===== src/hw/rtl/dmc_pkg.sv =====
// ----------------------------------------------------------------------------
// dmc_pkg
// Shared types, constants and the PLL row table of the display mode check.
// ----------------------------------------------------------------------------
`default_nettype none

package dmc_pkg;

  localparam int unsigned MULTIPLIER_MAX = 63;
  localparam int unsigned RANGE_MAX      = 31;

  localparam int unsigned NUM_ROWS = 3;
  localparam int unsigned ROW_W    = 2;
  localparam int unsigned MAX_STEP = 2000;

  localparam int unsigned MULT_W = $clog2(MULTIPLIER_MAX + 1);
  localparam int unsigned RNG_W  = $clog2(RANGE_MAX + 1);
  localparam int unsigned ACT_W  = $clog2(MAX_STEP * MULTIPLIER_MAX * RANGE_MAX + 1);
  localparam int unsigned ERR_W  = (ACT_W > 22) ? ACT_W : 22;
  localparam int unsigned DIST_W = $clog2(MULTIPLIER_MAX + RANGE_MAX + 64);

  localparam logic [15:0] H_MIN     = 16'd64;
  localparam logic [15:0] H_MAX     = 16'd2048;
  localparam logic [15:0] V_MIN     = 16'd16;
  localparam logic [15:0] V_MAX     = 16'd1536;
  localparam logic [16:0] PORCH_MAX = 17'd256;
  localparam logic [19:0] CLOCK_MAX = 20'd200000;
  localparam logic [34:0] BUF_MAX   = 35'hffffff;
  localparam logic [36:0] MEM_BASE  = 37'hc000;
  localparam logic [36:0] MEM_LIMIT = 37'd33554432;

  typedef enum logic [2:0] {
    ST_OK    = 3'd0,
    ST_HORIZ = 3'd1,
    ST_VERT  = 3'd2,
    ST_SCAN  = 3'd3,
    ST_MEM   = 3'd4,
    ST_CLOCK = 3'd5
  } status_e;

  typedef struct packed {
    logic [15:0] h_active;
    logic [15:0] h_sync_start;
    logic [15:0] h_sync_end;
    logic [15:0] h_total;
    logic [15:0] v_active;
    logic [15:0] v_sync_start;
    logic [15:0] v_sync_end;
    logic [15:0] v_total;
    logic        interlaced;
    logic        double_scan;
    logic [19:0] pixel_clock_khz;
  } in_item_t;

  typedef struct packed {
    status_e     status;
    logic [5:0]  pll_divider;
    logic [4:0]  pll_band;
    logic [5:0]  pll_multiplier;
    logic [4:0]  pll_range;
    logic [21:0] clock_error_khz;
  } out_item_t;

  // classified mode handed from front to back; search runs when status is ok
  typedef struct packed {
    status_e     status;
    logic [19:0] clk_khz;
  } job_t;

  typedef struct packed {
    logic [5:0]  divider;
    logic [4:0]  band;
    logic [4:0]  ref_mult;
    logic [4:0]  ref_range;
    logic [10:0] step;
  } pll_row_t;

  // step is 12000 / divider, exact for every row
  function automatic pll_row_t pll_row(logic [ROW_W-1:0] idx);
    pll_row_t row;
    row = '0;
    case (idx)
      2'd0:    row = '{divider: 6'd12, band: 5'd0,  ref_mult: 5'd13, ref_range: 5'd5,
                       step: 11'd1000};
      2'd1:    row = '{divider: 6'd48, band: 5'd16, ref_mult: 5'd23, ref_range: 5'd17,
                       step: 11'd250};
      2'd2:    row = '{divider: 6'd6,  band: 5'd1,  ref_mult: 5'd11, ref_range: 5'd7,
                       step: 11'd2000};
      default: row = '0;
    endcase
    return row;
  endfunction

endpackage

`default_nettype wire


===== src/hw/rtl/dmc_front.sv =====
// ----------------------------------------------------------------------------
// dmc_front
// Takes one mode, checks geometry, scan, memory and clock range, and queues
// the classified job for the PLL search.
// ----------------------------------------------------------------------------
`default_nettype none

module dmc_front (
  input  logic               clk_i,
  input  logic               rst_ni,
  input  logic               push,
  output logic               full,
  input  dmc_pkg::in_item_t  data_i,
  output logic               job_push_o,
  input  logic               job_full_i,
  output dmc_pkg::job_t      job_o
);
  import dmc_pkg::*;

  typedef enum logic [2:0] {
    F_IDLE = 3'b001,
    F_MUL  = 3'b010,
    F_PUSH = 3'b100
  } front_state_e;

  front_state_e state_q, state_d;
  in_item_t     item_q;
  status_e      geo_q, geo_d;
  logic [32:0]  pix_q;
  logic [31:0]  area_q;
  logic [16:0]  va16;
  logic [34:0]  buf3;
  logic [36:0]  mem9;
  logic         mem_bad;
  logic         clk_bad;

  function automatic logic porch_ok(logic [15:0] from, logic [15:0] to);
    logic [16:0] d;
    d = {1'b0, to} - {1'b0, from};
    return !d[16] && (d != 17'd0) && (d <= PORCH_MAX);
  endfunction

  always_comb begin
    if (item_q.h_active < H_MIN || item_q.h_active > H_MAX ||
        item_q.h_active[1:0] != 2'b00 ||
        !porch_ok(item_q.h_sync_start, item_q.h_sync_end) ||
        !porch_ok(item_q.h_sync_end, item_q.h_total)) begin
      geo_d = ST_HORIZ;
    end else if (item_q.v_active < V_MIN || item_q.v_active > V_MAX ||
                 item_q.v_active[1:0] != 2'b00 ||
                 !porch_ok(item_q.v_sync_start, item_q.v_sync_end) ||
                 !porch_ok(item_q.v_sync_end, item_q.v_total)) begin
      geo_d = ST_VERT;
    end else if (item_q.interlaced || item_q.double_scan) begin
      geo_d = ST_SCAN;
    end else begin
      geo_d = ST_OK;
    end
  end

  assign va16 = ({1'b0, item_q.v_active} + 17'd15) & ~17'd15;

  assign buf3    = {2'b00, pix_q} + {1'b0, pix_q, 1'b0};
  assign mem9    = MEM_BASE + {4'b0, pix_q} + {1'b0, pix_q, 3'b000};
  assign mem_bad = (buf3 > BUF_MAX) || (mem9 > MEM_LIMIT) || (|area_q[31:27]);
  assign clk_bad = (item_q.pixel_clock_khz == 20'd0) ||
                   (item_q.pixel_clock_khz > CLOCK_MAX);

  always_comb begin
    job_o.clk_khz = item_q.pixel_clock_khz;
    if (geo_q != ST_OK) begin
      job_o.status = geo_q;
    end else if (mem_bad) begin
      job_o.status = ST_MEM;
    end else if (clk_bad) begin
      job_o.status = ST_CLOCK;
    end else begin
      job_o.status = ST_OK;
    end
  end

  assign full       = (state_q != F_IDLE);
  assign job_push_o = (state_q == F_PUSH) && !job_full_i;

  always_comb begin
    state_d = state_q;
    unique case (state_q)
      F_IDLE: begin
        if (push) state_d = F_MUL;
      end
      F_MUL: begin
        state_d = F_PUSH;
      end
      F_PUSH: begin
        if (!job_full_i) state_d = F_IDLE;
      end
      default: state_d = F_IDLE;
    endcase
  end

  always_ff @(posedge clk_i or negedge rst_ni) begin
    if (!rst_ni) begin
      state_q <= F_IDLE;
    end else begin
      state_q <= state_d;
    end
  end

  always_ff @(posedge clk_i) begin
    if (state_q == F_IDLE && push) begin
      item_q <= data_i;
    end
    if (state_q == F_MUL) begin
      geo_q  <= geo_d;
      pix_q  <= {17'b0, item_q.h_active} * {16'b0, va16};
      area_q <= {16'b0, item_q.h_active} * {16'b0, item_q.v_active};
    end
  end

endmodule

`default_nettype wire


===== src/hw/rtl/dmc_fifo.sv =====
// ----------------------------------------------------------------------------
// dmc_fifo
// Two-entry job queue between the checking front and the search back.
// ----------------------------------------------------------------------------
`default_nettype none

module dmc_fifo (
  input  logic           clk_i,
  input  logic           rst_ni,
  input  logic           push_i,
  output logic           full_o,
  input  dmc_pkg::job_t  data_i,
  input  logic           pop_i,
  output logic           empty_o,
  output dmc_pkg::job_t  data_o
);
  import dmc_pkg::*;

  job_t       mem_q [2];
  logic       wr_q, rd_q;
  logic [1:0] cnt_q;
  logic       do_push, do_pop;

  assign full_o  = (cnt_q == 2'd2);
  assign empty_o = (cnt_q == 2'd0);
  assign data_o  = mem_q[rd_q];
  assign do_push = push_i && !full_o;
  assign do_pop  = pop_i && !empty_o;

  always_ff @(posedge clk_i or negedge rst_ni) begin
    if (!rst_ni) begin
      wr_q  <= 1'b0;
      rd_q  <= 1'b0;
      cnt_q <= 2'd0;
    end else begin
      if (do_push) wr_q <= ~wr_q;
      if (do_pop)  rd_q <= ~rd_q;
      if (do_push && !do_pop) begin
        cnt_q <= cnt_q + 2'd1;
      end else if (do_pop && !do_push) begin
        cnt_q <= cnt_q - 2'd1;
      end
    end
  end

  always_ff @(posedge clk_i) begin
    if (do_push) mem_q[wr_q] <= data_i;
  end

endmodule

`default_nettype wire


===== src/hw/rtl/dmc_search.sv =====
// ----------------------------------------------------------------------------
// dmc_search
// Walks every row, multiplier and range one candidate per cycle, keeps the
// nearest one and holds the result in an output register.
// ----------------------------------------------------------------------------
`default_nettype none

module dmc_search (
  input  logic               clk_i,
  input  logic               rst_ni,
  input  logic               job_empty_i,
  output logic               job_pop_o,
  input  dmc_pkg::job_t      job_i,
  output logic               empty,
  input  logic               pop,
  output dmc_pkg::out_item_t data_o
);
  import dmc_pkg::*;

  typedef enum logic [2:0] {
    B_IDLE = 3'b001,
    B_RUN  = 3'b010,
    B_OUT  = 3'b100
  } back_state_e;

  back_state_e       state_q, state_d;
  status_e           st_q;
  logic [19:0]       clk_q;
  logic [ROW_W-1:0]  row_q;
  logic [MULT_W-1:0] m_q;
  logic [RNG_W-1:0]  r_q;
  logic [ERR_W-1:0]  stepm_q, act_q;
  logic              first_q;
  logic [ERR_W-1:0]  best_err_q;
  logic [DIST_W-1:0] best_dist_q;
  logic [5:0]        best_div_q, best_mult_q;
  logic [4:0]        best_band_q, best_rng_q;
  out_item_t         out_q;
  logic              out_valid_q;

  pll_row_t          cur, nxt, first_row;
  logic [ERR_W-1:0]  clk_ext, e;
  logic [DIST_W-1:0] dm, dr, d;
  logic              take, last_r, last_m, last_cand;
  logic [ERR_W+6:0]  err100;
  status_e           fin_status;

  assign cur       = pll_row(row_q);
  assign nxt       = pll_row(row_q + ROW_W'(1));
  assign first_row = pll_row('0);

  assign clk_ext = ERR_W'(clk_q);
  assign e  = (act_q > clk_ext) ? (act_q - clk_ext) : (clk_ext - act_q);
  assign dm = (DIST_W'(m_q) > DIST_W'(cur.ref_mult)) ?
              (DIST_W'(m_q) - DIST_W'(cur.ref_mult)) : (DIST_W'(cur.ref_mult) - DIST_W'(m_q));
  assign dr = (DIST_W'(r_q) > DIST_W'(cur.ref_range)) ?
              (DIST_W'(r_q) - DIST_W'(cur.ref_range)) : (DIST_W'(cur.ref_range) - DIST_W'(r_q));
  assign d  = dm + dr;

  assign take = first_q || (e < best_err_q) || ((e == best_err_q) && (d < best_dist_q));

  assign last_r    = (r_q == RNG_W'(RANGE_MAX));
  assign last_m    = (m_q == MULT_W'(MULTIPLIER_MAX));
  assign last_cand = last_r && last_m && (row_q == ROW_W'(NUM_ROWS - 1));

  // error * 100 against clock is the 1% tolerance
  assign err100 = {1'b0, best_err_q, 6'b0} + {2'b0, best_err_q, 5'b0} +
                  {5'b0, best_err_q, 2'b0};

  always_comb begin
    if (st_q != ST_OK) begin
      fin_status = st_q;
    end else if (err100 > (ERR_W+7)'(clk_q)) begin
      fin_status = ST_CLOCK;
    end else begin
      fin_status = ST_OK;
    end
  end

  assign job_pop_o = (state_q == B_IDLE) && !job_empty_i;
  assign empty     = !out_valid_q;
  assign data_o    = out_q;

  always_comb begin
    state_d = state_q;
    unique case (state_q)
      B_IDLE: begin
        if (!job_empty_i) state_d = (job_i.status == ST_OK) ? B_RUN : B_OUT;
      end
      B_RUN: begin
        if (last_cand) state_d = B_OUT;
      end
      B_OUT: begin
        if (!out_valid_q) state_d = B_IDLE;
      end
      default: state_d = B_IDLE;
    endcase
  end

  always_ff @(posedge clk_i or negedge rst_ni) begin
    if (!rst_ni) begin
      state_q     <= B_IDLE;
      out_valid_q <= 1'b0;
    end else begin
      state_q <= state_d;
      if (state_q == B_OUT && !out_valid_q) begin
        out_valid_q <= 1'b1;
      end else if (pop && out_valid_q) begin
        out_valid_q <= 1'b0;
      end
    end
  end

  always_ff @(posedge clk_i) begin
    unique case (state_q)
      B_IDLE: begin
        if (!job_empty_i) begin
          st_q        <= job_i.status;
          clk_q       <= job_i.clk_khz;
          row_q       <= '0;
          m_q         <= MULT_W'(1);
          r_q         <= RNG_W'(1);
          stepm_q     <= ERR_W'(first_row.step);
          act_q       <= ERR_W'(first_row.step);
          first_q     <= 1'b1;
          best_err_q  <= '0;
          best_dist_q <= '0;
          best_div_q  <= '0;
          best_band_q <= '0;
          best_mult_q <= '0;
          best_rng_q  <= '0;
        end
      end
      B_RUN: begin
        first_q <= 1'b0;
        if (take) begin
          best_err_q  <= e;
          best_dist_q <= d;
          best_div_q  <= cur.divider;
          best_band_q <= cur.band;
          best_mult_q <= 6'(m_q);
          best_rng_q  <= 5'(r_q);
        end
        if (!last_r) begin
          r_q   <= r_q + RNG_W'(1);
          act_q <= act_q + stepm_q;
        end else begin
          r_q <= RNG_W'(1);
          if (!last_m) begin
            m_q     <= m_q + MULT_W'(1);
            stepm_q <= stepm_q + ERR_W'(cur.step);
            act_q   <= stepm_q + ERR_W'(cur.step);
          end else begin
            m_q     <= MULT_W'(1);
            row_q   <= row_q + ROW_W'(1);
            stepm_q <= ERR_W'(nxt.step);
            act_q   <= ERR_W'(nxt.step);
          end
        end
      end
      B_OUT: begin
        if (!out_valid_q) begin
          out_q.status          <= fin_status;
          out_q.pll_divider     <= best_div_q;
          out_q.pll_band        <= best_band_q;
          out_q.pll_multiplier  <= best_mult_q;
          out_q.pll_range       <= best_rng_q;
          out_q.clock_error_khz <= best_err_q[21:0];
        end
      end
      default: ;
    endcase
  end

endmodule

`default_nettype wire


===== src/hw/rtl/display_mode_check_pll_search_unit.sv =====
// ----------------------------------------------------------------------------
// display_mode_check_pll_search_unit
// Display mode check with nearest-frequency PLL setting search.
// ----------------------------------------------------------------------------
// Input side is a queue write port: a mode beat is taken when push is high
// and full is low. Result side is a queue read port: the oldest result sits
// on data_o while empty is low and leaves when pop is high.
// One result per mode, in order.
// The front takes each mode through capture, multiply and classify, and it
// hands the job to a two-entry queue; it takes a new mode only once it has
// queued the last one. The back pops a job, walks 3 x 63 x 31 = 5859
// candidates, one per cycle, through a single compare unit, and then loads
// the result into the output register; a mode that fails an early check
// skips the walk and goes from the pop straight to the result load.
// The front keeps taking modes while the back searches, until the queue is
// full. A result waiting in the output register stalls the back only; the
// front and queue keep running.
// Reset empties the queue and the output register; no clearing pass.
// ----------------------------------------------------------------------------
`default_nettype none

module display_mode_check_pll_search_unit (
  input  logic               clk_i,
  input  logic               rst_ni,
  input  logic               push,
  output logic               full,
  input  dmc_pkg::in_item_t  data_i,
  output logic               empty,
  input  logic               pop,
  output dmc_pkg::out_item_t data_o
);
  import dmc_pkg::*;

  logic job_push, job_full, job_pop, job_empty;
  job_t job_in, job_out;

  dmc_front u_front (
    .clk_i      (clk_i),
    .rst_ni     (rst_ni),
    .push       (push),
    .full       (full),
    .data_i     (data_i),
    .job_push_o (job_push),
    .job_full_i (job_full),
    .job_o      (job_in)
  );

  dmc_fifo u_fifo (
    .clk_i   (clk_i),
    .rst_ni  (rst_ni),
    .push_i  (job_push),
    .full_o  (job_full),
    .data_i  (job_in),
    .pop_i   (job_pop),
    .empty_o (job_empty),
    .data_o  (job_out)
  );

  dmc_search u_search (
    .clk_i       (clk_i),
    .rst_ni      (rst_ni),
    .job_empty_i (job_empty),
    .job_pop_o   (job_pop),
    .job_i       (job_out),
    .empty       (empty),
    .pop         (pop),
    .data_o      (data_o)
  );

  a_no_push_when_full : assert property (@(posedge clk_i) disable iff (!rst_ni)
    !(job_push && job_full))
    else $error("job queue overrun");

  a_no_pop_when_empty : assert property (@(posedge clk_i) disable iff (!rst_ni)
    !(job_pop && job_empty))
    else $error("job queue underrun");

  a_ok_has_pll : assert property (@(posedge clk_i) disable iff (!rst_ni)
    (!empty && data_o.status == ST_OK) |-> (data_o.pll_divider != 6'd0))
    else $error("ok result without PLL setting");

  a_held_result : assert property (@(posedge clk_i) disable iff (!rst_ni)
    (!empty && !pop) |=> $stable(data_o))
    else $error("waiting result changed");

endmodule

`default_nettype wire

===== config.mk =====
export PLATFORM = sky130hd
export DESIGN_NAME = display_mode_check_pll_search_unit
export DESIGN_NICKNAME = d
export VERILOG_FILES = /design/src/hw/rtl/dmc_pkg.sv /design/src/hw/rtl/dmc_front.sv /design/src/hw/rtl/dmc_fifo.sv /design/src/hw/rtl/dmc_search.sv /design/src/hw/rtl/display_mode_check_pll_search_unit.sv
export SDC_FILE = /design/constraint.sdc
export NUM_CORES = 2
export LEC_CHECK = 0
export BUFFER_PORTS_ARGS = -buffer_cell sky130_fd_sc_hd__buf_2
export CAP_MARGIN = 30
export CORE_UTILIZATION = 32
export CTS_CLUSTER_DIAMETER = 30
export CTS_CLUSTER_SIZE = 20
export DETAILED_ROUTE_END_ITERATION = 8
export GPL_TIMING_DRIVEN = 0
export PLACE_DENSITY_LB_ADDON = 0.3
export SLEW_MARGIN = 5
export SYNTH_ARGS = -nofsm -noshare
export SYNTH_HDL_FRONTEND = slang
export SYNTH_SLANG_ARGS = --single-unit

===== constraint.sdc =====
create_clock -name clk_i -period 7.5 [get_ports clk_i]
set_input_delay 1.125 -clock clk_i [delete_from_list [all_inputs] [get_ports clk_i]]
set_output_delay 1.125 -clock clk_i [all_outputs]
set_load 0.02 [all_outputs]

After elaboration in Yosys (flattened, before gate mapping) --
Memories as Yosys holds them, arrays and structs flattened. Index checks and enable logic that the tools add are counted.
Word-level totals: bits in registers 405, logic and storage cells 246, output and inout port bits 49, bits in writable memories 46, input port bits 154, memories kept 1
Cells by class: magnitude comparators 17, $mul 2, add/subtract/negate cells 24, reductions and logical operators 73, bitwise gates (word level) 4, muxes and demuxes 61, eq/ne operators 23
Memories:
- u_fifo.mem_q | words 2, width 23, read ports 1, clocked after memory_dff 0, write ports 1, line dmc_fifo.sv:19 | job_t mem_q [2];
Operators by type and width (count):
- 22-bit 2-to-1 mux | 7
- 22-bit one-hot mux with 2 select lines | 3
- 32-bit one-hot mux with 3 select lines | 1
- 17-bit by 9-bit less-or-equal comparator with 1-bit output (second input constant) | 4
- 17-bit nonzero test | 4
- 16-bit by 16-bit subtractor with 17-bit output | 4
- 37-bit by 36-bit adder with 37-bit output | 1
- 37-bit by 26-bit > comparator with 1-bit output (second input constant) | 1
- 6-bit 2-to-1 mux | 6
- 6-bit one-hot mux with 2 select lines | 3
- 33-bit by 34-bit adder with 35-bit output | 1
- 35-bit by 24-bit > comparator with 1-bit output (second input constant) | 1
- 16-bit by 33-bit adder with 34-bit output (first input constant) | 1
- 3-bit 2-to-1 mux | 11
- 11-bit one-hot mux with 3 select lines | 1
- 16-bit by 16-bit multiplier with 32-bit output | 1
- 8-bit 2-to-1 mux | 4
- 5-bit one-hot mux with 2 select lines | 3
- 28-bit by 27-bit adder with 29-bit output | 1
- 29-bit by 24-bit adder with 29-bit output | 1
- 29-bit by 20-bit > comparator with 1-bit output | 1
- 16-bit by 13-bit multiplier with 29-bit output | 1
- 5-bit 2-to-1 mux | 5
- 22-bit by 11-bit adder with 22-bit output | 1
- 53 further kinds | 137

Longest topological paths before layout --
depth in word-level cells 10, mapped depth 30, depth with buffers taken out 29

Cells and area by module --
A second synthesis with hierarchy kept.
Second synthesis, totals: cell total of the unflattened synthesis 4336, area, all modules 42769.8 µm²
Modules (own cells, without submodules):
- dmc_front | cells each 2831, seq. area each 5661.7 µm², instances 1, area each 26827.0 µm²
- dmc_search | cells each 1414, seq. area each 5086.1 µm², instances 1, area each 13983.4 µm²
- dmc_fifo | cells each 91, seq. area each 1481.4 µm², instances 1, area each 1959.4 µm²

Worst setup path before layout --
OpenSTA, ideal clock, no wires.
kind input-to-reg, start input port push, end register u_front.item_q[100] in the netlist's numbering, enable pin, buffers on the path 0, required time 6.836 ns, arrival 7.384 ns, setup time 0.664 ns, setup slack -0.547 ns, cell stages on the path 2, cell sequence inv_1 nor2_1
On the way: cells in the longest elaborated chain, start to end 1
RTL lines:
- start, declared | line display_mode_check_pll_search_unit.sv:25 | input logic push,
- 1-bit logical AND | line dmc_front.sv:110 | if (state_q == F_IDLE && push) begin
- end signal, assigned | line dmc_front.sv:111 | item_q <= data_i;
- end, declared | line dmc_front.sv:27 | in_item_t item_q;
Every way passes these cells. A chain may end at the register's enable or synchronous reset.

Worst setup path in the final report --
start register u_front.item_q[73] in the netlist's numbering, end register u_front.pix_q[32], data pin
On the way: cells in the longest elaborated chain, start to end 2
RTL lines:
- 16-bit by 4-bit adder with 17-bit output | line dmc_front.sv:61 | assign va16 = ({1'b0, item_q.v_active} + 17'd15) & ~17'd15;
- 16-bit by 13-bit multiplier with 29-bit output | line dmc_front.sv:115 | pix_q <= {17'b0, item_q.h_active} * {16'b0, va16};
- end signal, assigned | line dmc_front.sv:115
- end, declared | line dmc_front.sv:29 | logic [32:0] pix_q;
Every way passes these cells.

==> qor.csv <==
stage;metric;value;unit
layout;Layout area overhead;18.1;%
synthesis;EDFF count, synth;398;
layout;most frequent cells in the layout;inv_1, ha_1, nand2_1, edfxtp_1, fa_1;
flow_run;max_cap viols;0;
routing;DR WL/cell;17.3;um
timing;worst hold margin;343;ps
synthesis;Seq/Total Area, Yosys;29.2;%
layout;Layout Nets;5610;
synthesis;Cell Area, Synth;0.0419;mm^2
timing;Fmax achieved;138;MHz
critical_path;Crit path largest cell delay;620;ps
layout;most common cell after layout, fill and taps aside;inv_1;
routing;Via Count;31500;
cts;clock buffer depth;3;
synthesis;asr flop ratio synth;2.69;%
timing;Slew headroom;37.0;%
floorplanning;Initial Util;32.3;%
critical_path;CP Capture Type;flop;
critical_path;crit path launch type;flop;
routing;drt via density;4.90;
floorplanning;Chip Height;364;um
critical_path;worst path required time;7900;ps
placement;hpwl dp;89.2;mm
timing;max-slew violations;0;
placement;routability cong.;0.895;
critical_path;cell mode on critical path;fa_1;
synthesis;Cells after Synth;4264;
critical_path;critical path class;reg2reg;
floorplanning;DIE AREA;0.132;mm^2
routing;drt pass-1 iters;5;
synthesis;Yosys reg bits;409;
floorplanning;core area;0.130;mm^2
cts;worst-skew pair later-pin latency;690;ps
cts;total number of H-tree levels;3;
routing;residual DRC count;0;
layout;utilization after layout;38.2;%
timing;setup ws final;229;ps
synthesis;Syn. warnings;0;
synthesis;Netlist cell types;90;
timing;Setup-failing EPs final;0;
layout;share of cells above drive strength 1;12.4;%
worst_hold_path;worst hold path type;in2async;
cts;CTS sink count;409;
critical_path;reg2reg path depth;25;
timing;clock skew;46.6;ps
timing;Hold Fails Final Rpt;0;
cts;hold_buf cts;0;
critical_path;worst-path maximum fanout;8;
critical_path;CP max-delay cell;fa_2;
synthesis;syn_area_per_cell;9.82;um^2
placement;DP Worst Slack;-1400;ps
routing;1st-iter DRT viols;1646;
cts;Root Buffer;clkbuf_16;
timing;RSZ-0062 raised after global routing;true;
timing;measured slew at the worst slew-check pin;945;ps
global_route;global-route wire length before repair;178;mm
outcome;outcome;complete, no violations;
timing;min cycle time layout;7270;ps
global_route;initial antenna violation count;10;
floorplanning;# rows;132;
synthesis;top-area cell type share of the netlist area;28.5;%
synthesis;synth top area cells;edfxtp_1, fa_1, ha_1;
synthesis;Synth area leader;edfxtp_1;
floorplanning;# IOs;203;
cts;clk slew on worst S/H paths;50;ps
global_route;gr ovfl total;0;
synthesis;Post-synth top flop;edfxtp_1;
critical_path;CP arrival;7670;ps
global_route;gr usage total;17.1;%
placement;I/O Buffers;198;
cts;CTS tree;yes;
global_route;vias in the first global route;32700;
routing;Post-DRT Antenna Nets;0;
timing;Tcrit/Tclk final;96.9;%
cts;Num CTS Buffers;95;
floorplanning;Die Wd;364;um
routing;Total Wirelength;111;mm
global_route;largest net degree at the start of global routing;37;
synthesized netlist by cell type (21+ instances only):
library cell and count:
a211oi_1 31, a21o_1 88, a21oi_1 207, a31oi_1 30
and2_1 204, and3_1 33, clkbuf_1 132, edfxtp_1 398
fa_1 379, ha_1 477, inv_1 649, mux2_2 34
nand2_1 447, nand2b_1 47, nand3_1 55, nand4_1 31
nor2_1 200, nor2b_1 49, nor3_1 44, nor4_1 21
o21a_1 39, o21ai_0 139, o21bai_1 24, xnor2_1 102
xor2_1 78
what timing repair did:
action,in CTS,in global routing
resized for setup,61,57
setup endpoints to repair,17,10
pin swaps,10,17
gates cloned,0,0
buffers inserted,20,21
through the flow:
step / setup TNS [ps] / cells / instance area, um^2
3_3_place_gp: -172240 / 6207 / 45100
2_1_floorplan: 0 / 4267 / 41900
3_5_place_dp: -12410 / 6222 / 45400
6_report: 0 / 6431 / 49500
5_1_grt: -79.6 / 6426 / 49500
4_1_cts: 0 / 6409 / 49100
critical path, delay by kind of cell (launching register included):
family	cells	cell delay, ps
compound gates	6	1160
flops	1	470
simple gates	9	1770
buf+inv	2	360
xor+xnor	2	300
fa+ha+maj	6	2940
worst paths after layout:
path / start / end / slack [ps]
max: u_front.item_q[73] / u_front.pix_q[32] / 230
min: rst_ni / u_fifo.cnt_q[0] / 340
max reg2reg: u_front.item_q[73] / u_front.pix_q[32] / 230
min reg2reg: u_search.best_rng_q[1] / u_search.data_o[23] / 420
max in group asynchronous: rst_ni / u_front.state_q[0] / 6850
min in group clk_i: u_search.best_rng_q[1] / u_search.data_o[23] / 420
metal layers:
layer	share of wire, %	track usage, %	vias up
met5	0.024	0	-
met4	3.2	5.62	4
met3	4.6	2.76	200
met1	45	22.1	15300
li1	-	-	15200
met2	47	28.9	763
registers in the layout, summed over array words and instances (netlist names), 6 cells and up:
| signal | flops |
|---|---|
| u_front.item_q | 130 |
| u_front.job_o | 20 |
| u_search.act_q | 22 |
| u_search.best_mult_q | 6 |
| u_search.data_o | 40 |
| u_search.stepm_q | 22 |
| u_search.m_q | 6 |
| u_front.pix_q | 29 |
| u_fifo.mem_q | 46 |
| u_search.best_err_q | 22 |
| u_search.best_dist_q | 8 |
| u_search.clk_q | 20 |
final cells by class:
class / count / area (um^2)
multi-input combinational: 3055 / 27000
buffer: 136 / 642
clock buffer: 104 / 2410
clock inverter: 75 / 956
sequential: 409 / 12200
antenna: 7 / 17.5
tap: 1742 / 2180
inverter: 650 / 2440
fill: 12900 / 80200
timing repair buffer: 253 / 1570
kinds of logic (layout without fill, tap and decap cells):
group           count (synthesis)  count (layout)  synth area share, %
other cells                     1              11              0.00895
xor+xnor                      180             180                 3.76
flops                         409             409                 29.2
fa+ha+maj                     856             856                 32.4
mux                            51              51                 1.32
buf+inv                       803            1218                 7.30
simple gates                 1205            1205                 14.1
compound gates                759             759                 12.0
Power is left out: the tool's default activity adds up to more than one toggle a clock period on the data nets, which glitch-free logic cannot reach.
